===== src/rtl/rpat_pkg.sv =====
// Shared types, codes and sizes for the route passenger aggregation table.
package rpat_pkg;

  localparam int TABLE_ENTRIES_DEF = 256;
  localparam int MONTH_SLOTS_DEF   = 6;
  localparam int MONTH_OUTS        = 6;
  localparam int KEY_W             = 64;
  localparam int SUM_W             = 32;
  localparam int TOT_W             = 40;
  localparam int GRAND_W           = 48;
  localparam int COUNT_W           = 9;

  localparam logic OP_ADD    = 1'b0;
  localparam logic OP_SEARCH = 1'b1;

  localparam logic [1:0] KIND_ROUTE   = 2'd0;
  localparam logic [1:0] KIND_ORIGIN  = 2'd1;
  localparam logic [1:0] KIND_DEST    = 2'd2;
  localparam logic [1:0] KIND_AIRLINE = 2'd3;

  localparam logic [1:0] STAT_UPDATED   = 2'd0;
  localparam logic [1:0] STAT_INSERTED  = 2'd1;
  localparam logic [1:0] STAT_FULL      = 2'd2;
  localparam logic [1:0] STAT_BAD_MONTH = 2'd3;

  typedef enum logic [2:0] {
    ST_IDLE,
    ST_SCAN,
    ST_UPDATE,
    ST_INSERT,
    ST_DRAIN
  } state_t;

  typedef struct packed {
    logic        op;
    logic [2:0]  month;
    logic [23:0] origin_code;
    logic [23:0] dest_code;
    logic [15:0] airline_code;
    logic [23:0] passengers;
    logic [1:0]  search_kind;
    logic [23:0] key_first;
    logic [23:0] key_second;
  } in_t;

  typedef struct packed {
    logic [1:0]         status;
    logic [7:0]         entry_index;
    logic               match_found;
    logic [COUNT_W-1:0] match_count;
    logic [TOT_W-1:0]   month1_total;
    logic [TOT_W-1:0]   month2_total;
    logic [TOT_W-1:0]   month3_total;
    logic [TOT_W-1:0]   month4_total;
    logic [TOT_W-1:0]   month5_total;
    logic [TOT_W-1:0]   month6_total;
    logic [GRAND_W-1:0] grand_total;
  } res_t;

  // One scanned entry handed to the search accumulator.
  typedef struct packed {
    logic vld;
    logic hit;
  } scan_t;

  typedef struct packed {
    logic [COUNT_W-1:0]                  count;
    logic [MONTH_OUTS-1:0][TOT_W-1:0]    month_tot;
    logic [GRAND_W-1:0]                  grand;
  } acc_t;

endpackage


===== src/rtl/rpat_accum.sv =====
// Search accumulator: per-month saturating totals, row sum, grand total and match count.
module rpat_accum #(
  parameter int MONTH_SLOTS = rpat_pkg::MONTH_SLOTS_DEF
) (
  input  logic                                clk,
  input  logic                                rst_n,
  input  logic                                clear,
  input  rpat_pkg::scan_t                     scan,
  input  logic [MONTH_SLOTS*rpat_pkg::SUM_W-1:0] row,
  output logic                                busy,
  output rpat_pkg::acc_t                      acc
);

  localparam int SUM_W   = rpat_pkg::SUM_W;
  localparam int TOT_W   = rpat_pkg::TOT_W;
  localparam int GRAND_W = rpat_pkg::GRAND_W;
  localparam int COUNT_W = rpat_pkg::COUNT_W;
  localparam int OUTS    = rpat_pkg::MONTH_OUTS;
  localparam int ROW_W   = MONTH_SLOTS * SUM_W;
  localparam int RSUM_W  = SUM_W + $clog2(MONTH_SLOTS + 1);
  localparam int LANE_W  = TOT_W + 1;
  localparam int GSUM_W  = GRAND_W + 1;

  logic                         v1_r, v2_r;
  logic [ROW_W-1:0]             row1_r;
  logic [RSUM_W-1:0]            rsum_r, rsum_nxt;
  logic [OUTS-1:0][TOT_W-1:0]   tot_r, tot_add;
  logic [COUNT_W-1:0]           cnt_r;
  logic [GRAND_W-1:0]           grand_r;
  logic [GSUM_W-1:0]            grand_sum;

  for (genvar j = 0; j < OUTS; j++) begin : g_lane
    if (j < MONTH_SLOTS) begin : g_on
      logic [LANE_W-1:0] lane_sum;
      assign lane_sum   = {1'b0, tot_r[j]} + LANE_W'(row1_r[j*SUM_W +: SUM_W]);
      assign tot_add[j] = lane_sum[TOT_W] ? '1 : lane_sum[TOT_W-1:0];
    end else begin : g_off
      assign tot_add[j] = '0;
    end
  end

  always_comb begin
    rsum_nxt = '0;
    for (int j = 0; j < MONTH_SLOTS; j++) begin
      rsum_nxt = rsum_nxt + RSUM_W'(row1_r[j*SUM_W +: SUM_W]);
    end
  end

  assign grand_sum = {1'b0, grand_r} + GSUM_W'(rsum_r);

  always_ff @(posedge clk) begin
    if (!rst_n) begin
      v1_r <= 1'b0;
      v2_r <= 1'b0;
    end else begin
      v1_r <= scan.vld && scan.hit;
      v2_r <= v1_r;
    end
  end

  always_ff @(posedge clk) begin
    row1_r <= row;
    rsum_r <= rsum_nxt;
    if (clear) begin
      tot_r   <= '0;
      cnt_r   <= '0;
      grand_r <= '0;
    end else begin
      if (v1_r) begin
        tot_r <= tot_add;
        if (cnt_r != '1) begin
          cnt_r <= cnt_r + COUNT_W'(1);
        end
      end
      if (v2_r) begin
        grand_r <= grand_sum[GRAND_W] ? '1 : grand_sum[GRAND_W-1:0];
      end
    end
  end

  assign busy          = v1_r || v2_r;
  assign acc.count     = cnt_r;
  assign acc.month_tot = tot_r;
  assign acc.grand     = grand_r;

endmodule


===== config.mk =====
export PLATFORM = sky130hd
export DESIGN_NAME = rpat_accum
export DESIGN_NICKNAME = d
export VERILOG_FILES = /design/src/rtl/rpat_pkg.sv /design/src/rtl/rpat_accum.sv
export SDC_FILE = /design/constraint.sdc
export NUM_CORES = 2
export LEC_CHECK = 0
export BUFFER_PORTS_ARGS = -buffer_cell sky130_fd_sc_hd__buf_4
export CORE_UTILIZATION = 58
export DETAILED_ROUTE_END_ITERATION = 8
export GPL_ROUTABILITY_DRIVEN = 0
export PLACE_DENSITY = 0.81
export SETUP_SLACK_MARGIN = 0.1
export SLEW_MARGIN = 0
export SYNTH_ARGS = -nofsm -noshare
export SYNTH_HDL_FRONTEND = slang
export SYNTH_SLANG_ARGS = --single-unit

===== constraint.sdc =====
create_clock -name clk -period 5.9 [get_ports clk]
set_input_delay 0.295 -clock clk [delete_from_list [all_inputs] [get_ports clk]]
set_output_delay 0.295 -clock clk [all_outputs]
set_load 0.02 [all_outputs]

**Word-level counts from Yosys, hierarchy flattened**

Cells that the tools add are included.

- Register bits after elaboration: 526
- Bits in latches: 0
- Memory bits (writable): 0
- Memory bits (read-only): 0
- Output and inout bits: 298
- Word-level logic and storage cells: 36
- Memories kept: 0

- $add $sub $neg: 13
- Multiply operators: 0
- Divide/modulo/power cells: 0
- $lt $le $gt $ge: 0
- Equality and inequality tests: 1
- Shift-type cells: 0
- Mux-type cells: 7
- Bitwise logic cells: 0
- Reductions and logical operators: 3

Operator list:

| operator | count |
|---|---|
| $add 40x32->41 | 6 |
| $mux 40 | 6 |
| $add 35x32->35 | 2 |
| $add 48x35->49 | 1 |
| $mux 48 | 1 |
| $add 34x32->35 | 1 |
| $add 33x32->34 | 1 |
| $add 32x32->33 | 1 |
| $add 9x1->9 const B | 1 |
| $ne 9x9->1 const B | 1 |
| $reduce_and 2->1 | 1 |
| $logic_and 1x1->1 | 1 |
| $logic_or 1x1->1 | 1 |

**Logic depth before layout (Yosys ltp)**

- Word-level depth: 5
- Depth in mapped cells: 19
- Depth with buffers taken out: 19

**Worst setup path after synthesis**

No wires, ideal clock.

- Kind: reg2reg
- Start point: register row1_r[2]
- End point: register rsum_r[34]
- Library setup time: 117 ps
- Arrival time: 4371 ps
- Required time: 5783 ps
- Path slack: 1412 ps
- Cell stages (with the launch flop): 20
- Buffers on the path: 0
- Clock period less this slack: 4488 ps
- Path through: dfxtp_1 -> inv_1 -> fa_1 -> inv_1 -> fa_1 -> inv_1 -> fa_1 -> inv_1 -> ha_1 -> fa_1 -> a21o_1 -> a21oi_1 -> o21ai_1 -> a31oi_1 -> o21ai_1 -> a21o_1 -> a211o_1 -> a21oi_1 -> o21bai_1 -> a22o_1

- Longest elaborated chain between the ends: 5

RTL lines:

| item | RTL line | RTL |
|---|---|---|
| start, declared | rpat_accum.sv:25 | `logic [ROW_W-1:0] row1_r;` |
| start signal, assigned | rpat_accum.sv:62 | `row1_r <= row;` |
| $add 32x32->33 | rpat_accum.sv:45 | `rsum_nxt = rsum_nxt + RSUM_W'(row1_r[j*SUM_W +: SUM_W]);` |
| $add 33x32->34 | rpat_accum.sv:45 |  |
| $add 34x32->35 | rpat_accum.sv:45 |  |
| $add 35x32->35 (2 in series) | rpat_accum.sv:45 |  |
| net rsum_nxt[34] | rpat_accum.sv:26 | `logic [RSUM_W-1:0] rsum_r, rsum_nxt;` |
| end signal, assigned | rpat_accum.sv:63 | `rsum_r <= rsum_nxt;` |
| end, declared | rpat_accum.sv:26 |  |

The timed path passes the listed nets, and every way through them passes these cells.
A chain may end at the register's enable or synchronous reset.

**Final worst setup path**

- Start point: register row1_r[98]
- End point: register rsum_r[34]

- Longest elaborated chain between the ends: 3

RTL lines:

| item | RTL line |
|---|---|
| $add 34x32->35 | rpat_accum.sv:45 |
| $add 35x32->35 (2 in series) | rpat_accum.sv:45 |
| net rsum_nxt[34] | rpat_accum.sv:26 |

The timed path passes the listed nets, and every way through them passes these cells.

==> run_results.csv <==
group,metric,value,unit
clocking,cts_tree,"built",
final_layout,final_cell_mix,"dfxtp_1 (524), buf_4 (506), inv_1 (390), nor2_1 (352), ha_1 (261)",
final_layout,final_util,73.8,%
worst_setup_path,critPathLaunchType,"flop",
timing,period_share,88.0,%
global_route,grt_most_used_layer,"met2",
clocking,cts_buffers,57,
worst_setup_path,path_max_fanout,4,
global_route,grt_max_degree,138,
worst_setup_path,crit_required,6430,ps
routing,viasPerCell,6.09,
logic_synthesis,yosys_warnings,0,
clocking,clk_latency,640,ps
routing,drtIter0Drc,3030,
placement,place_ws,873,ps
final_layout,stdcell_count,5043,
power,ir_drop,249,uV
final_layout,final_common_cell,"dfxtp_1",
timing,fin_hold_ws,102,ps
global_route,antenna_found_initial,5,
clocking,cts_max_path_buffers,3,
logic_synthesis,synth_flop_cell,"dfxtp_1",
floorplan,rows,86,
routing,drcViolationCount,0,
logic_synthesis,async_reset_ff_share,0,%
logic_synthesis,netlist_instances,3608,
placement,post-place-cells,4741,
placement,portBuffers,494,
global_route,grt_pass1_vias,29445,
timing,drv_slew,0,
logic_synthesis,synthDistinctLibCells,96,
worst_setup_path,arrival,5720,ps
timing,hold_viol,0,
logic_synthesis,synth_top_area_cell,"dfxtp_1",
worst_setup_path,critPathCaptureType,"flop",
timing,clock.fmax,193,MHz
timing,slew-limit-headroom,27.9,%
power,p_int,8.29,mW
hold_path,hp-class,"in -> reg",
final_layout,layout-drive-gt1-share,16.3,%
global_route,grt_pass1_wl,168,mm
routing,num_vias,30726,
logic_synthesis,synth.area.top_cells,"dfxtp_1 (33%), ha_1 (10%), fa_1 (8.4%), inv_1 (4.5%), nor2_1 (4.1%)",
timing,setup_viol,0,
timing,final.setup.tns,0,ps
clocking,clk_pin_slew,60,ps
global_route,met1_usage,47.1,%
placement,dp_hpwl,80.3,mm
power,combPwrFrac,36.3,%
floorplan,start_util,58.7,%
final_layout,fillCellCount,3948,
power,pwr-share-clk,31.3,%
power,p_seq_share,32.4,%
power,powerDensity,317,nW/um^2
clocking,htreeDepth,2,
floorplan,die_y,238,microns
clocking,cts_setup_buffers,0,
global_route,grt_use_total,38.4,%
logic_synthesis,synth_area,32300,sq um
logic_synthesis,ys_seq_elements,526,
timing,fin_crit,5190,ps
floorplan,placeableCoreArea,55000,sq um
power,p_total,12.8,mW
logic_synthesis,synth_edf_count,0,
global_route,grt-ovfl-total,0,
final_layout,nNetsFinal,4840,
timing,worstMarginPinSlew,1080,ps
timing,fin_skew,37.1,ps
worst_setup_path,criticalPathCategory,"reg -> reg",
logic_synthesis,synth.net_count,4201,
timing,rsz0062_at_grt,"false",
logic_synthesis,syn_avg_cell_area,8.94,sq um
logic_synthesis,synth_top_area_share,32.6,%
placement,placed_area,36500,sq um
routing,drt_wl_total,111,mm
flow_run,cap_viol_max_count,0,
power,p_sw,4.56,mW
floorplan,die_w,238,microns
routing,ant_nets,0,
status,outcome,"complete, no violations",
routing,wl_per_cell,22.1,microns
logic_synthesis,yosysSeqAreaShare,32.6,%
floorplan,dieArea,56600,sq um
global_route,globalRouteMet3Util,8.83,%
routing,drt_pass1_iterations,7,
clocking,cts_root_buffer,"clkbuf_16",
clocking,clock_sinks,526,
timing,setup_slack,708,ps
final_layout,fin_area,40600,sq um
power,p_leak,18.9,nW
power,p_sw_share,35.5,%
global_route,grtUsageMet2,59.4,%
floorplan,io_pins,495,
final_layout,syn_to_final_growth,25.7,%
-- power by group through the flow --
stage | combinational [mW] | sequential (mW) | clock, mW
2_1_floorplan | 3.15 | 4.17 | 0
3_3_place_gp | 4.27 | 4.21 | 0
3_5_place_dp | 4.39 | 4.22 | 0
4_1_cts | 4.55 | 4.14 | 4.02
5_1_grt | 5.06 | 4.17 | 4.19
6_report | 4.66 | 4.16 | 4.02
-- kinds of logic (layout without fill, tap and decap cells) --
kind of cell / after synthesis / in the layout / synth area share (%)
buffers and inverters: 516 / 1201 / 6.22
multiplexers: 4 / 4 / 0.128
AND/OR/NAND/NOR: 847 / 847 / 12.2
adder cells (fa/ha/maj): 396 / 396 / 18.5
flip-flops: 526 / 526 / 32.6
AO/OA/AOI/OAI: 1085 / 1085 / 24.0
other: 0 / 2 / 0
XOR/XNOR: 234 / 234 / 6.35
-- state kept, by name, indices dropped and copies added, names as in the netlist --
| signal | count |
|---|---|
| cnt_r | 9 |
| acc | 240 |
| rsum_r | 35 |
| v1_r | 1 |
| v2_r | 1 |
| row1_r | 192 |
| grand_r | 48 |
-- worst max-delay path: stages, from the launching register on --
cell	delay (ps)
dfxtp_1	340
fa_1	620
fa_1	580
inv_1	50
fa_1	480
inv_1	40
ha_1	210
fa_1	460
a21o_1	180
a21oi_1	280
o21ai_1	170
a31oi_1	380
o21ai_1	190
a21o_1	260
a211o_1	310
a21oi_1	190
o21bai_1	140
a22o_1	220
-- final timing paths --
check	startpoint	endpoint	slack [ps]	depth (start not counted)
worst max register to register	row1_r[98]$_DFF_P_	rsum_r[34]$_DFF_P_	710	17
worst min register to register	acc[246]$_SDFFE_PP0P_	acc[246]$_SDFFE_PP0P_	490	1
worst min-delay path	clear	acc[73]$_SDFFE_PP0P_	100	2
worst max-delay path	row1_r[98]$_DFF_P_	rsum_r[34]$_DFF_P_	710	17
-- layer usage --
metal	vias to the layer above	share of wire, %
met2	1637	44
met1	14500	39
met3	507	9.1
met4	10	8.3
met5	-	0.057
li1	14072	-
-- area by class of cell --
| type | instances | area [sq um] | area share, % |
|---|---|---|---|
| clock buffers | 78 | 1630 | 4.01 |
| repair buffers | 703 | 5790 | 14.3 |
| clock inverters | 27 | 455 | 1.12 |
| flip-flops and latches | 526 | 10500 | 26.0 |
| well taps | 748 | 936 | 2.31 |
| inverters | 393 | 1480 | 3.64 |
| multi-input cells | 2566 | 19800 | 48.7 |
| diodes | 2 | 5.00 | 0.0123 |
-- Yosys cell counts, types with 11 or more instances --
cell,number
nand3_1,60
a21oi_1,256
ha_1,261
o21ai_0,137
a211oi_1,132
nor2b_1,26
fa_1,135
nand2_1,164
nand4_1,28
o21ai_1,14
and4_1,16
and3_1,44
inv_1,390
xnor2_1,123
a311oi_1,92
a31oi_1,54
xor2_1,111
nor2_1,353
o211ai_1,24
dfxtp_1,526
o22ai_1,13
nand2b_1,27
a21o_1,136
a211oi_2,32
o21bai_1,31
clkbuf_1,100
o21a_1,30
nor3_1,61
and2_1,20
or3_1,16
o211a_1,11
-- timing repair --
action,CTS,global route
hold endpoints to repair,194,0
gates resized for setup,0,0
hold buffers,195,0
No activity file was read; power rests on OpenSTA's default activity.
