<file path="config.mk">
export PLATFORM = sky130hd
export DESIGN_NAME = rpat_ctrl
export DESIGN_NICKNAME = d
export VERILOG_FILES = /design/src/rtl/rpat_pkg.sv /design/src/rtl/rpat_ctrl.sv
export SDC_FILE = /design/constraint.sdc
export NUM_CORES = 1
export LEC_CHECK = 0
export BUFFER_PORTS_ARGS = -buffer_cell sky130_fd_sc_hd__buf_4
export CAP_MARGIN = 15
export CORE_AREA = 2 2 501 503
export DETAILED_ROUTE_END_ITERATION = 16
export DIE_AREA = 0 0 503 505
export SLEW_MARGIN = 20
export SYNTH_ARGS = -nofsm -noshare
export SYNTH_HDL_FRONTEND = slang
export SYNTH_SLANG_ARGS = --single-unit
</file>
<file path="constraint.sdc">
create_clock -name clk -period 13.13 [get_ports clk]
set_clock_uncertainty 0.05 [all_clocks]
set_input_delay 2.626 -clock clk [delete_from_list [all_inputs] [get_ports clk]]
set_output_delay 2.626 -clock clk [all_outputs]
set_load 0.02 [all_outputs]
</file>
<file path="src/rtl/rpat_pkg.sv">
// Shared types, codes and sizes for the route passenger aggregation table.
package rpat_pkg;

  localparam int TABLE_ENTRIES_DEF = 256;
  localparam int MONTH_SLOTS_DEF   = 6;
  localparam int MONTH_OUTS        = 6;
  localparam int KEY_W             = 64;
  localparam int SUM_W             = 32;
  localparam int TOT_W             = 40;
  localparam int GRAND_W           = 48;
  localparam int COUNT_W           = 9;

  localparam logic OP_ADD    = 1'b0;
  localparam logic OP_SEARCH = 1'b1;

  localparam logic [1:0] KIND_ROUTE   = 2'd0;
  localparam logic [1:0] KIND_ORIGIN  = 2'd1;
  localparam logic [1:0] KIND_DEST    = 2'd2;
  localparam logic [1:0] KIND_AIRLINE = 2'd3;

  localparam logic [1:0] STAT_UPDATED   = 2'd0;
  localparam logic [1:0] STAT_INSERTED  = 2'd1;
  localparam logic [1:0] STAT_FULL      = 2'd2;
  localparam logic [1:0] STAT_BAD_MONTH = 2'd3;

  typedef enum logic [2:0] {
    ST_IDLE,
    ST_SCAN,
    ST_UPDATE,
    ST_INSERT,
    ST_DRAIN
  } state_t;

  typedef struct packed {
    logic        op;
    logic [2:0]  month;
    logic [23:0] origin_code;
    logic [23:0] dest_code;
    logic [15:0] airline_code;
    logic [23:0] passengers;
    logic [1:0]  search_kind;
    logic [23:0] key_first;
    logic [23:0] key_second;
  } in_t;

  typedef struct packed {
    logic [1:0]         status;
    logic [7:0]         entry_index;
    logic               match_found;
    logic [COUNT_W-1:0] match_count;
    logic [TOT_W-1:0]   month1_total;
    logic [TOT_W-1:0]   month2_total;
    logic [TOT_W-1:0]   month3_total;
    logic [TOT_W-1:0]   month4_total;
    logic [TOT_W-1:0]   month5_total;
    logic [TOT_W-1:0]   month6_total;
    logic [GRAND_W-1:0] grand_total;
  } res_t;

  // One scanned entry handed to the search accumulator.
  typedef struct packed {
    logic vld;
    logic hit;
  } scan_t;

  typedef struct packed {
    logic [COUNT_W-1:0]                  count;
    logic [MONTH_OUTS-1:0][TOT_W-1:0]    month_tot;
    logic [GRAND_W-1:0]                  grand;
  } acc_t;

endpackage

</file>
<file path="src/rtl/rpat_ctrl.sv">
// Sequencer: key scan, read-modify-write of month rows, inserts and result formation.
module rpat_ctrl #(
  parameter int TABLE_ENTRIES = rpat_pkg::TABLE_ENTRIES_DEF,
  parameter int MONTH_SLOTS   = rpat_pkg::MONTH_SLOTS_DEF
) (
  input  logic                                   clk,
  input  logic                                   rst_n,
  input  logic                                   start,
  output logic                                   busy,
  input  rpat_pkg::in_t                          in_req,
  output logic [$clog2(TABLE_ENTRIES)-1:0]       rd_addr,
  input  logic [rpat_pkg::KEY_W-1:0]             key_rdata,
  input  logic [MONTH_SLOTS*rpat_pkg::SUM_W-1:0] row_rdata,
  output logic [$clog2(TABLE_ENTRIES)-1:0]       wr_addr,
  output logic                                   key_we,
  output logic                                   row_we,
  output logic [rpat_pkg::KEY_W-1:0]             key_wdata,
  output logic [MONTH_SLOTS*rpat_pkg::SUM_W-1:0] row_wdata,
  output rpat_pkg::scan_t                        scan,
  input  logic                                   acc_busy,
  input  rpat_pkg::acc_t                         acc,
  output logic                                   out_valid,
  output rpat_pkg::res_t                         out_result
);

  localparam int IDX_W  = $clog2(TABLE_ENTRIES);
  localparam int CNT_W  = $clog2(TABLE_ENTRIES + 1);
  localparam int SUM_W  = rpat_pkg::SUM_W;
  localparam int ROW_W  = MONTH_SLOTS * SUM_W;
  localparam int SLOT_W = SUM_W + 1;

  rpat_pkg::state_t state_r, state_nxt;
  rpat_pkg::in_t    req_r;
  rpat_pkg::res_t   out_r, out_nxt;
  logic             out_valid_r, out_valid_nxt;
  logic [CNT_W-1:0] iss_r, iss_nxt, cnt_r, cnt_nxt;
  logic             pend_r;
  logic [IDX_W-1:0] pend_idx_r, idx_r, idx_nxt;
  logic [ROW_W-1:0] row_r, row_nxt, row_upd, row_new;
  logic [SLOT_W-1:0] slot_sum;
  logic [rpat_pkg::KEY_W-1:0] req_key;
  logic             accept, bad_month, issue, scan_done, key_hit, srch_hit, full, is_add;

  assign accept    = start && (state_r == rpat_pkg::ST_IDLE);
  assign bad_month = (in_req.month == 3'd0) || (int'(in_req.month) > MONTH_SLOTS);
  assign is_add    = (req_r.op == rpat_pkg::OP_ADD);
  assign req_key   = {req_r.origin_code, req_r.dest_code, req_r.airline_code};
  assign issue     = (state_r == rpat_pkg::ST_SCAN) && (iss_r != cnt_r);
  assign scan_done = !issue && !pend_r;
  assign key_hit   = pend_r && (key_rdata == req_key);
  assign full      = (cnt_r == CNT_W'(TABLE_ENTRIES));

  // Search match on the stored key fields.
  always_comb begin
    case (req_r.search_kind)
      rpat_pkg::KIND_ROUTE:   srch_hit = (key_rdata[63:40] == req_r.key_first) &&
                                         (key_rdata[39:16] == req_r.key_second);
      rpat_pkg::KIND_ORIGIN:  srch_hit = (key_rdata[63:40] == req_r.key_first);
      rpat_pkg::KIND_DEST:    srch_hit = (key_rdata[39:16] == req_r.key_first);
      rpat_pkg::KIND_AIRLINE: srch_hit = (key_rdata[15:0] == req_r.key_first[15:0]);
      default:                srch_hit = 1'b0;
    endcase
  end

  // Month row with the addressed slot bumped (update) or seeded (insert).
  always_comb begin
    row_upd  = row_r;
    row_new  = '0;
    slot_sum = '0;
    for (int j = 0; j < MONTH_SLOTS; j++) begin
      if ((j + 1) == int'(req_r.month)) begin
        slot_sum = {1'b0, row_r[j*SUM_W +: SUM_W]} + SLOT_W'(req_r.passengers);
        row_upd[j*SUM_W +: SUM_W] = slot_sum[SUM_W] ? '1 : slot_sum[SUM_W-1:0];
        row_new[j*SUM_W +: SUM_W] = SUM_W'(req_r.passengers);
      end
    end
  end

  // Next state.
  always_comb begin
    state_nxt = state_r;
    case (state_r)
      rpat_pkg::ST_IDLE: begin
        if (accept && !(in_req.op == rpat_pkg::OP_ADD && bad_month)) begin
          state_nxt = rpat_pkg::ST_SCAN;
        end
      end
      rpat_pkg::ST_SCAN: begin
        if (is_add) begin
          if (key_hit) begin
            state_nxt = rpat_pkg::ST_UPDATE;
          end else if (scan_done) begin
            state_nxt = full ? rpat_pkg::ST_IDLE : rpat_pkg::ST_INSERT;
          end
        end else if (scan_done) begin
          state_nxt = rpat_pkg::ST_DRAIN;
        end
      end
      rpat_pkg::ST_UPDATE: state_nxt = rpat_pkg::ST_IDLE;
      rpat_pkg::ST_INSERT: state_nxt = rpat_pkg::ST_IDLE;
      rpat_pkg::ST_DRAIN: begin
        if (!acc_busy) begin
          state_nxt = rpat_pkg::ST_IDLE;
        end
      end
      default: state_nxt = rpat_pkg::ST_IDLE;
    endcase
  end

  // Outputs: memory controls, accumulator feed and the result word.
  always_comb begin
    rd_addr       = issue ? iss_r[IDX_W-1:0] : '0;
    key_we        = (state_r == rpat_pkg::ST_INSERT);
    row_we        = (state_r == rpat_pkg::ST_INSERT) || (state_r == rpat_pkg::ST_UPDATE);
    wr_addr       = (state_r == rpat_pkg::ST_UPDATE) ? idx_r : cnt_r[IDX_W-1:0];
    key_wdata     = req_key;
    row_wdata     = (state_r == rpat_pkg::ST_UPDATE) ? row_upd : row_new;
    scan.vld      = pend_r && (state_r == rpat_pkg::ST_SCAN) && !is_add;
    scan.hit      = srch_hit;
    out_valid_nxt = 1'b0;
    out_nxt       = '0;
    case (state_r)
      rpat_pkg::ST_IDLE: begin
        if (accept && in_req.op == rpat_pkg::OP_ADD && bad_month) begin
          out_valid_nxt  = 1'b1;
          out_nxt.status = rpat_pkg::STAT_BAD_MONTH;
        end
      end
      rpat_pkg::ST_SCAN: begin
        if (is_add && !key_hit && scan_done && full) begin
          out_valid_nxt  = 1'b1;
          out_nxt.status = rpat_pkg::STAT_FULL;
        end
      end
      rpat_pkg::ST_UPDATE: begin
        out_valid_nxt       = 1'b1;
        out_nxt.status      = rpat_pkg::STAT_UPDATED;
        out_nxt.entry_index = 8'(idx_r);
      end
      rpat_pkg::ST_INSERT: begin
        out_valid_nxt       = 1'b1;
        out_nxt.status      = rpat_pkg::STAT_INSERTED;
        out_nxt.entry_index = 8'(cnt_r);
      end
      rpat_pkg::ST_DRAIN: begin
        if (!acc_busy) begin
          out_valid_nxt        = 1'b1;
          out_nxt.match_found  = (acc.count != '0);
          out_nxt.match_count  = acc.count;
          out_nxt.month1_total = acc.month_tot[0];
          out_nxt.month2_total = acc.month_tot[1];
          out_nxt.month3_total = acc.month_tot[2];
          out_nxt.month4_total = acc.month_tot[3];
          out_nxt.month5_total = acc.month_tot[4];
          out_nxt.month6_total = acc.month_tot[5];
          out_nxt.grand_total  = acc.grand;
        end
      end
      default: begin
        out_valid_nxt = 1'b0;
      end
    endcase
  end

  // Counters and captured row.
  always_comb begin
    iss_nxt = iss_r;
    cnt_nxt = cnt_r;
    idx_nxt = idx_r;
    row_nxt = row_r;
    if (accept) begin
      iss_nxt = '0;
    end else if (issue) begin
      iss_nxt = iss_r + CNT_W'(1);
    end
    if (state_r == rpat_pkg::ST_SCAN && is_add && key_hit) begin
      idx_nxt = pend_idx_r;
      row_nxt = row_rdata;
    end
    if (state_r == rpat_pkg::ST_INSERT) begin
      cnt_nxt = cnt_r + CNT_W'(1);
    end
  end

  always_ff @(posedge clk) begin
    if (!rst_n) begin
      state_r     <= rpat_pkg::ST_IDLE;
      cnt_r       <= '0;
      iss_r       <= '0;
      pend_r      <= 1'b0;
      out_valid_r <= 1'b0;
    end else begin
      state_r     <= state_nxt;
      cnt_r       <= cnt_nxt;
      iss_r       <= iss_nxt;
      pend_r      <= issue;
      out_valid_r <= out_valid_nxt;
    end
  end

  always_ff @(posedge clk) begin
    if (accept) begin
      req_r <= in_req;
    end
    pend_idx_r <= iss_r[IDX_W-1:0];
    idx_r      <= idx_nxt;
    row_r      <= row_nxt;
    out_r      <= out_nxt;
  end

  assign busy       = (state_r != rpat_pkg::ST_IDLE);
  assign out_valid  = out_valid_r;
  assign out_result = out_r;

  a_cnt_bound: assert property (@(posedge clk) disable iff (!rst_n)
    cnt_r <= CNT_W'(TABLE_ENTRIES))
    else $error("entry count above table size");

  a_insert_room: assert property (@(posedge clk) disable iff (!rst_n)
    key_we |-> !full)
    else $error("insert into a full table");

  a_insert_count: assert property (@(posedge clk) disable iff (!rst_n)
    (out_valid_r && out_r.status == rpat_pkg::STAT_INSERTED)
      |-> cnt_r == $past(cnt_r) + CNT_W'(1))
    else $error("insert reported without count advance");

  a_scan_bound: assert property (@(posedge clk) disable iff (!rst_n)
    (state_r == rpat_pkg::ST_SCAN) |-> iss_r <= cnt_r)
    else $error("scan pointer past valid entries");

  a_drain_reply: assert property (@(posedge clk) disable iff (!rst_n)
    (state_r == rpat_pkg::ST_DRAIN && !acc_busy) |=> out_valid_r)
    else $error("search finished without a result strobe");

endmodule

</file>
### After elaboration in Yosys (flattened, before gate mapping)

Cells that the tools add are included.

| cells by class | value |
|---|---|
| add/subtract/negate cells | 8 |
| muxes and demuxes | 38 |
| bitwise operators | 4 |
| $lt $le $gt $ge | 1 |
| reductions and logical operators | 31 |
| equality and inequality tests | 24 |

Operator list:

| kind | count |
|---|---|
| 2-to-1 mux 32 bit | 12 |
| adder 32 x 24 -> 33 bit | 6 |
| 2-to-1 mux 192 bit | 1 |
| 2-to-1 mux 24 bit | 6 |
| == test 24 bit | 3 |
| == test 64 bit | 1 |
| adder 9 x 1 -> 9 bit, second input constant | 2 |
| 2-to-1 mux 3 bit | 6 |
| == test 16 bit | 1 |
| logical AND 1 bit | 16 |
| 2-to-1 mux 8 bit | 2 |
| case mux 8 bit (2 select lines) | 1 |
| == test 3 bit, first input constant | 4 |
| == test 9 bit, second input constant | 1 |
| != test 9 bit | 1 |
| case mux 3 bit (3 select lines) | 1 |
| nonzero test 9 bit | 1 |
| case mux 1 bit (4 select lines) | 2 |
| == test 2 x 3 -> 1 bit, first input constant | 2 |
| == test 3 x 2 -> 1 bit, second input constant | 2 |
| logical NOT 3 bit | 2 |
| 2-to-1 mux 2 bit | 3 |
| != test 3 bit, second input constant | 2 |
| case mux 2 bit (3 select lines) | 1 |
| other kinds (15) | 27 |

| word-level totals | value |
|---|---|
| logic and storage cells | 134 |
| flip-flop bits (word level) | 681 |

### Longest topological paths before layout

Gate-level depths: netlist of the first run.

| depth | value |
|---|---|
| depth after elaboration | 8 |
| gate-level depth with buffers | 13 |
| mapped depth without buffers | 11 |

### Worst setup path after synthesis of the first run

OpenSTA, ideal clock, no wires.

| path | value |
|---|---|
| path kind | input-to-reg |
| from | input start |
| to | register iss_r[0] |
| path buffers | 1 |
| data arrival time | 13.278 ns |
| path slack | -0.324 ns |
| required time | 12.954 ns |
| cell stages on the path | 5 |
| cells stage by stage | nand2_1 -> nor3_1 -> nand2b_1 -> clkbuf_1 -> nor2_1 |

| between the ends | value |
|---|---|
| word-level cells in the longest chain between the ends | 2 |

RTL lines:

| what | line | text |
|---|---|---|
| start: declaration | rpat_ctrl.sv:8 | `input logic start,` |
| logical AND 1 bit | rpat_ctrl.sv:44 | `assign accept = start && (state_r == rpat_pkg::ST_IDLE);` |
| named net accept | rpat_ctrl.sv:42 | `logic accept, bad_month, issue, scan_done, key_hit, srch_hit, full, is_add;` |
| OR reduction 2 bit (no source line) | n/a |  |
| end signal: assignment | rpat_ctrl.sv:195 | `iss_r <= iss_nxt;` |
| end: declaration | rpat_ctrl.sv:36 | `logic [CNT_W-1:0] iss_r, iss_nxt, cnt_r, cnt_nxt;` |

The timed path passes the listed nets, and every way through them passes these cells.
A chain may end at the register's enable or synchronous reset.

### Worst setup path after layout of the first run

| path | value |
|---|---|
| from | register req_r[50] (netlist name) |
| to | output row_wdata[28] (netlist name) |

| between the ends | value |
|---|---|
| word-level cells in the longest chain between the ends | 4 |

RTL lines:

| what | line | text |
|---|---|---|
| start: declaration | rpat_ctrl.sv:33 | `rpat_pkg::in_t req_r;` |
| start signal: assignment | rpat_ctrl.sv:203 | `req_r <= in_req;` |
| adder 32 x 24 -> 33 bit | rpat_ctrl.sv:72 | `slot_sum = {1'b0, row_r[j*SUM_W +: SUM_W]} + SLOT_W'(req_r.passengers);` |
| 2-to-1 mux 32 bit | rpat_ctrl.sv:73 | `row_upd[j*SUM_W +: SUM_W] = slot_sum[SUM_W] ? '1 : slot_sum[SUM_W-1:0];` |
| 2-to-1 mux 32 bit | rpat_ctrl.sv:71 | `if ((j + 1) == int'(req_r.month)) begin` |
| 2-to-1 mux 192 bit | rpat_ctrl.sv:117 | `row_wdata = (state_r == rpat_pkg::ST_UPDATE) ? row_upd : row_new;` |
| end: declaration | rpat_ctrl.sv:18 | `output logic [MONTH_SLOTS*rpat_pkg::SUM_W-1:0] row_wdata,` |

Every way passes these cells.

==> results.ini, run 1 <==
[worst_setup_path]
crit_type=reg -> out
cp.required_ns=10.45
start_kind=flop
critPathArrivalTime_ns=5.14
endpoint_kind=output port
crit_fanout=12

[logic_synthesis]
synth_area_per_cell_um2=10.4
ys_seq_area_share_pct=50.9
synth_fp_nets=4085
synth_warnings=0
yosysTopAreaCell=edfxtp_1
yosys_register_bits=681
synth_area_mm2=0.0335
yosys_most_used_dff=edfxtp_1
synth_cell_types=89
synth.most_common_cell=edfxtp_1
synth_edf_count=342
synth_area_leaders=edfxtp_1 (31%), dfxtp_1 (20%), and2_1 (6.1%), ha_1 (5.5%), xnor2_1 (4.2%)
netlist_instances=3233
synth_top_area_share_pct=30.7
synthArstFlopShare_pct=0
synthTopCellsByCount=edfxtp_1 (342), dfxtp_1 (339), and2_1 (326)

[route]
final_antenna_net_count=0
drc=0
routed_wl_mm=243
vias=31862
drt_iter0_drc=2268
wl_per_cell_um=30.7
drt_first_pass_iters=5
viasPerCell=4.02

[pwr]
irDropWorstVdd_mv=0.0939
p_per_area_mw_per_mm2=118
leakagePower_nw=20.7

[job]
cap_violations=0

[timing]
grt_setup_unrepaired=false
finalHoldViolCount=0
fmax_mhz=128
worstMarginPinSlew_ns=1.11
final-setup-viol-count=0
slew_headroom_pct=25.8
min_period_over_period_pct=59.5
min_period_ns=7.81
finalMaxSlewViolations=0
tns_ns=0

[cts]
cts_sinks=681
cts_resized=0
clkSlewWorstSetupHoldPaths_ns=0.06
cts_max_level=3
hold_buffers=0
post-cts-setup-buffers=0
cts_tree=built
insertion_delay_ns=0.75
clock-root-buffer=clkbuf_16
cts_buffers=88
cts_max_path_buffers=3

[global_routing]
grt_usage_pct=18.3
grt_max_degree=117
antenna_found_initial=130
grt_remaining_overflow=0
first_global_vias=31173
grt_pass1_wl_mm=307

[cells_and_area]
area_delta_synth_final_pct=49.2
finish.utilization_pct=20.1
drive_gt1_share_pct=33.8
finalNetCount=5325
final_area_mm2=0.0500

[floorplanning]
die_area_mm2=0.254
io_pins=1285
core_area_mm2=0.248
num_rows=183
initial_utilization_pct=13.5
fp.dieW_um=503
die_h_um=505

[worst_hold_path]
hold_class=reg -> reg

[placement]
place_area_mm2=0.0468
port_buffers=1284
place_congestion=0.955
post-dp-hpwl_mm=206

[status]
status=finished, final reports clean

sequential cells by signal, summed over array words and instances (netlist names):
| register | flops |
|---|---|
| out_valid | 1 |
| iss_r | 9 |
| idx_r | 8 |
| state_r | 3 |
| pend_r | 1 |
| out_result | 308 |
| req_r | 78 |
| pend_idx_r | 8 |
| key_wdata | 64 |
| cnt_r | 9 |
| row_r | 192 |
final cells by class:
class                   count  area, um2
diodes                     50        125
clock buffers             108       2340
clock inverters            55        673
fillers                 27420     198000
inverters                  62        233
multi-input cells        2298      15300
flip-flops and latches    681      17100
well taps                3330       4170
repair buffers           1342      10100
critical path, cell delays in order, from the launching register on:
cell	delay (ns)
edfxtp_1	0.35
buf_4	0.23
ha_1	0.28
fa_1	0.43
a211oi_1	0.27
o21ai_1	0.16
o31ai_1	0.47
o21ai_1	0.32
a311oi_2	0.38
nor2_1	0.13
o31ai_2	0.76
o21ai_0	0.21
a21oi_1	0.23
buf_4	0.19
worst paths after layout:
check	from	to	slack, ns	cells after the start
worst max register to register	key_wdata[13]	row_r[175]	7.70	9
worst max-delay path	req_r[50]	row_wdata[28]	5.32	13
worst min-delay path	pend_idx_r[3]	idx_r[3]	0.35	0
worst min register to register	pend_idx_r[3]	idx_r[3]	0.35	0
report_power, final:
part | internal [mW] | switching (mW) | leakage, nW
registers | 2.29 | 0.0761 | 5.89
clock network | 1.45 | 1.12 | 1.44
logic | 0.388 | 0.567 | 13.4
placed cells by master (no fill, tap or decap), types with 44 or more instances in the layout:
master     count
nand2_1      309
xnor2_1      159
dfxtp_1      339
ha_1         147
clkbuf_16     88
o21ai_0      195
inv_1         62
edfxtp_1     342
nand4_1       44
and2_1       325
xor2_1       120
o221ai_1      68
nor3_1        70
nor2_1       141
nand3_1       48
a21oi_1      171
a21o_1        57
buf_4       1342
diode_2       50
per-stage QoR:
step,cells,power [mW],hold WS (ns),setup slack [ns]
after CTS,7876,6.01,0.351,5.22
after floorplan,3233,2.83,0.336,4.09
after global routing,7896,6.12,0.358,4.94
after global placement,7713,3.37,0.338,5.39
after detailed placement,7713,3.38,0.339,5.38
final,7926,5.90,0.349,5.32
kinds of logic (layout without fill, tap and decap cells):
group,count (synthesis),count (layout),synth area share [%]
adders and majority gates,153,153,5.85
and+or+nand+nor,1097,1097,16.9
muxes,14,14,0.433
AOI/OAI and AO/OA,755,755,15.0
buffers and inverters,254,1567,3.66
DFF,681,681,50.9
other,0,50,0
xor gates and xnor gates,279,279,7.29
metal layers:
metal / track usage [%] / wire length (um)
met5: 0 / 449
met4: 9.26 / 13700
met3: 6.51 / 23600
met2: 31.9 / 120000
met1: 19.3 / 85300
No activity file was read; power rests on OpenSTA's default activity.
==> run 2, diff against run 1 <==
ABC_AREA = 1   (was default)
CORE_AREA = 2 2 497 499   (was 2 2 501 503)
DIE_AREA = 0 0 499 501   (was 0 0 503 505)
clock period = 6.4 ns   (was 13.13 ns; I/O delays follow)
==> results.ini, run 2 <==
[logic_synthesis]
synth_area_per_cell_um2=7.73  ; -25%
yosysTopAreaCell=edfxtp_1
yosys_most_used_dff=edfxtp_1
synth_xor_area_share_pct=4.10  ; -3.2 points
synth_fp_nets=5658  ; +39%
synth_cell_types=42  ; -53%
synth_simple_gate_area_share_pct=25.2  ; +8.3 points
synth_edf_count=342  ; unchanged
synthAdderAreaFrac_pct=5.27  ; -0.58 points
synthArstFlopShare_pct=0  ; unchanged
synthTopCellsByCount=nand2_1 (988), nor2_1 (808), inv_1 (696)
synth_top_family_by_area=simple AND/OR/NAND/NOR gates
synth_area_mm2=0.0372  ; +11%
synth_area_leaders=edfxtp_1 (28%), dfxtp_1 (18%), nand2_1 (10%), nor2_1 (8.2%), inv_1 (7.0%)
synth.most_common_cell=nand2_1
synth_top_area_share_pct=27.6  ; -3.0 points
synth_compound_area_share_pct=9.90  ; -5.1 points
yosys-mux-area-fraction_pct=0  ; -0.43 points
netlist_instances=4806  ; +49%
ys_seq_area_share_pct=45.9  ; -5.0 points
yosys_register_bits=681  ; unchanged
synth_warnings=0  ; unchanged

[floorplanning]
num_rows=182  ; -0.55%
initial_utilization_pct=15.2  ; +1.7 points
die_h_um=501  ; -0.79%
io_pins=1285  ; unchanged
die_area_mm2=0.250  ; -1.6%
fp.dieW_um=499  ; -0.80%
core_area_mm2=0.245  ; -1.4%

[cts]
cts_max_level=3  ; unchanged
cts_sinks=681  ; unchanged
post-cts-setup-buffers=0  ; unchanged
cts_tree=built
hold_buffers=0  ; unchanged
cts_buffers=89  ; +1.1%
cts_max_path_buffers=3  ; unchanged
clock-root-buffer=clkbuf_16
insertion_delay_ns=0.76  ; about the same
clkSlewWorstSetupHoldPaths_ns=0.06  ; about the same
cts_resized=0  ; unchanged

[cells_and_area]
largest_reg_flops=308  ; unchanged
finalNetCount=6929  ; +30%
multi_input_area_mm2=0.0165  ; +8.1%
seq_area_mm2=0.0171  ; unchanged
area_delta_synth_final_pct=44.9
nFillCells=27471  ; +0.19%
drive_gt1_share_pct=25.4  ; -8.4 points
final_common_cell=buf_4
layout_common_cells=buf_4 (1342), nand2_1 (987), nor2_1 (806), inv_1 (694), edfxtp_1 (342)

[worst_hold_path]
worstHoldEndpoint=pend_idx_r[3]
hold_path.startpoint=iss_r[3]
holdPathStages=0  ; unchanged
hold_class=reg -> reg

[job]
cap_violations=0  ; unchanged

[global_routing]
antenna_found_initial=73  ; -44%
grt_remaining_overflow=0  ; unchanged
grt_max_degree=171  ; +46%
grt_pass1_wl_mm=346  ; +13%
first_global_vias=37001  ; +19%
grt_usage_pct=20.6  ; +2.3 points

[timing]
tns_ns=0  ; unchanged
worstMarginPinSlew_ns=1.11  ; -0.00518 ns
grt_setup_unrepaired=false
slew_headroom_pct=25.5  ; -0.35 points
fmax_mhz=172
final-setup-viol-count=0  ; unchanged
min_period_over_period_pct=90.9
finalMaxSlewViolations=0  ; unchanged
finalHoldViolCount=0  ; unchanged
min_period_ns=5.82
whs_ns=0.336  ; -0.0135 ns
setup_ws_ns=0.580  ; -4.74 ns

[placement]
post-dp-hpwl_mm=234  ; +14%
place_congestion=0.983  ; +2.9%
post-place-ws_ns=1.35  ; -4.03 ns
port_buffers=1284  ; unchanged

[worst_setup_path]
critPathArrivalTime_ns=4.49  ; -0.65 ns
start_kind=flop
r2r_end=row_r[189]
rrSetupSlack_ns=2.71  ; -4.99 ns
endpoint_kind=output port
r2r_cells=9  ; unchanged
cp_slowest_stage_delay_ns=0.65  ; -0.11 ns
crit_fanout=23  ; +11
cp.required_ns=5.07  ; -5.38 ns
crit_type=reg -> out
cp_cell_sequence=buf_4 > ha_1 > nand2_1 > nor2_1 > a21boi_1 > o21bai_1 > nand3_2 > nand2_1 > nand2_2 > nor2_1 > o22ai_1 > buf_4
crit_slowest_cell=edfxtp_1
r2r-start=key_wdata[49]

[status]
status=finished, final reports clean

[route]
viasPerCell=4.16  ; +3.6%
final_antenna_net_count=0  ; unchanged
vias=39112  ; +23%
drt_iter0_drc=3579  ; +58%
routed_wl_mm=270  ; +11%
wl_per_cell_um=28.7  ; -6.4%
drc=0  ; unchanged
drt_first_pass_iters=6  ; +1

[pwr]
leakagePower_nw=25.5  ; +23%
irDropWorstVdd_mv=0.195  ; +110%
p_per_area_mw_per_mm2=316  ; +170%

==> run 2: cell types whose count changed in the layout (fill, tap and decap cells not counted), moves of 33 or more <==
cell / change
nand3_1: +176
inv_1: +632
o21ai_0: +84
a211oi_1: -38
nor2_1: +665
o22ai_1: +70
a21oi_1: +56
xnor2_1: -102
diode_2: -33
and2_1: -313
nand2_1: +678
a21o_1: -56
o221ai_1: -68
==> run 2: logic make-up (layout without fill, tap and decap cells) <==
family                   Yosys count  after routing
AO/OA/AOI/OAI                    684            684
other                              0             17
XOR/XNOR                         174            174
buffers and inverters            875           2223
flip-flops                       681            681
AND/OR/NAND/NOR                 2239           2239
adder cells (fa/ha/maj)          153            153
==> run 2: worst max-delay path, delay by kind of cell (launching register included) <==
family / cells / cell delay [ns]
buffers and inverters: 2 / 0.57
adder cells (fa/ha/maj): 1 / 0.40
flip-flops: 1 / 0.65
AO/OA/AOI/OAI: 3 / 0.97
AND/OR/NAND/NOR: 6 / 1.14
==> run 2: where the power goes <==
group	total (mW)	internal (mW)	switching, mW	leakage [nW]
Sequential	5.66	5.06	0.603	5.88
Combinational	5.71	1.80	3.92	18.0
Clock	5.67	3.35	2.32	1.59
Total	17.0	10.2	6.84	25.5
==> run 2: cell type report <==
cell class / instances / area share, %
clock inverter: 51 / 1.52
multi-input combinational: 3250 / 30.7
antenna: 17 / 0.0790
sequential: 681 / 31.7
timing repair buffer: 1350 / 19.0
clock buffer: 117 / 4.60
tap: 3220 / 7.48
inverter: 705 / 4.93
==> run 2: how the worst max path moves through the flow <==
stage	startpoint	to	slack, ns
detailed placement	req_r[65]	row_wdata[2]	1.35
global route	req_r[65]	row_wdata[1]	0.37
finish	req_r[65]	row_wdata[1]	0.58
CTS	req_r[65]	row_wdata[2]	0.50
global placement	req_r[65]	row_wdata[2]	1.30
floorplan	start	iss_r[0]	0.56
==> run 2: metal layers <==
layer / wire length [um] / GRT usage, %
met1: 105000 / 24.1
met2: 129000 / 35.1
met3: 19500 / 4.43
met4: 16700 / 11.3
met5: 113 / 0
==> run 2: metrics by stage <==
stage	std cells	instance area, um2	power (mW)	util, %
after floorplan	4806	37200	8.32	-
after global placement	9206	50500	11.5	20.6
after detailed placement	9206	50500	11.5	20.6
after CTS	9374	53800	17.2	22.0
after global routing	9383	53800	17.7	22.0
final	9391	53900	17.0	22.0
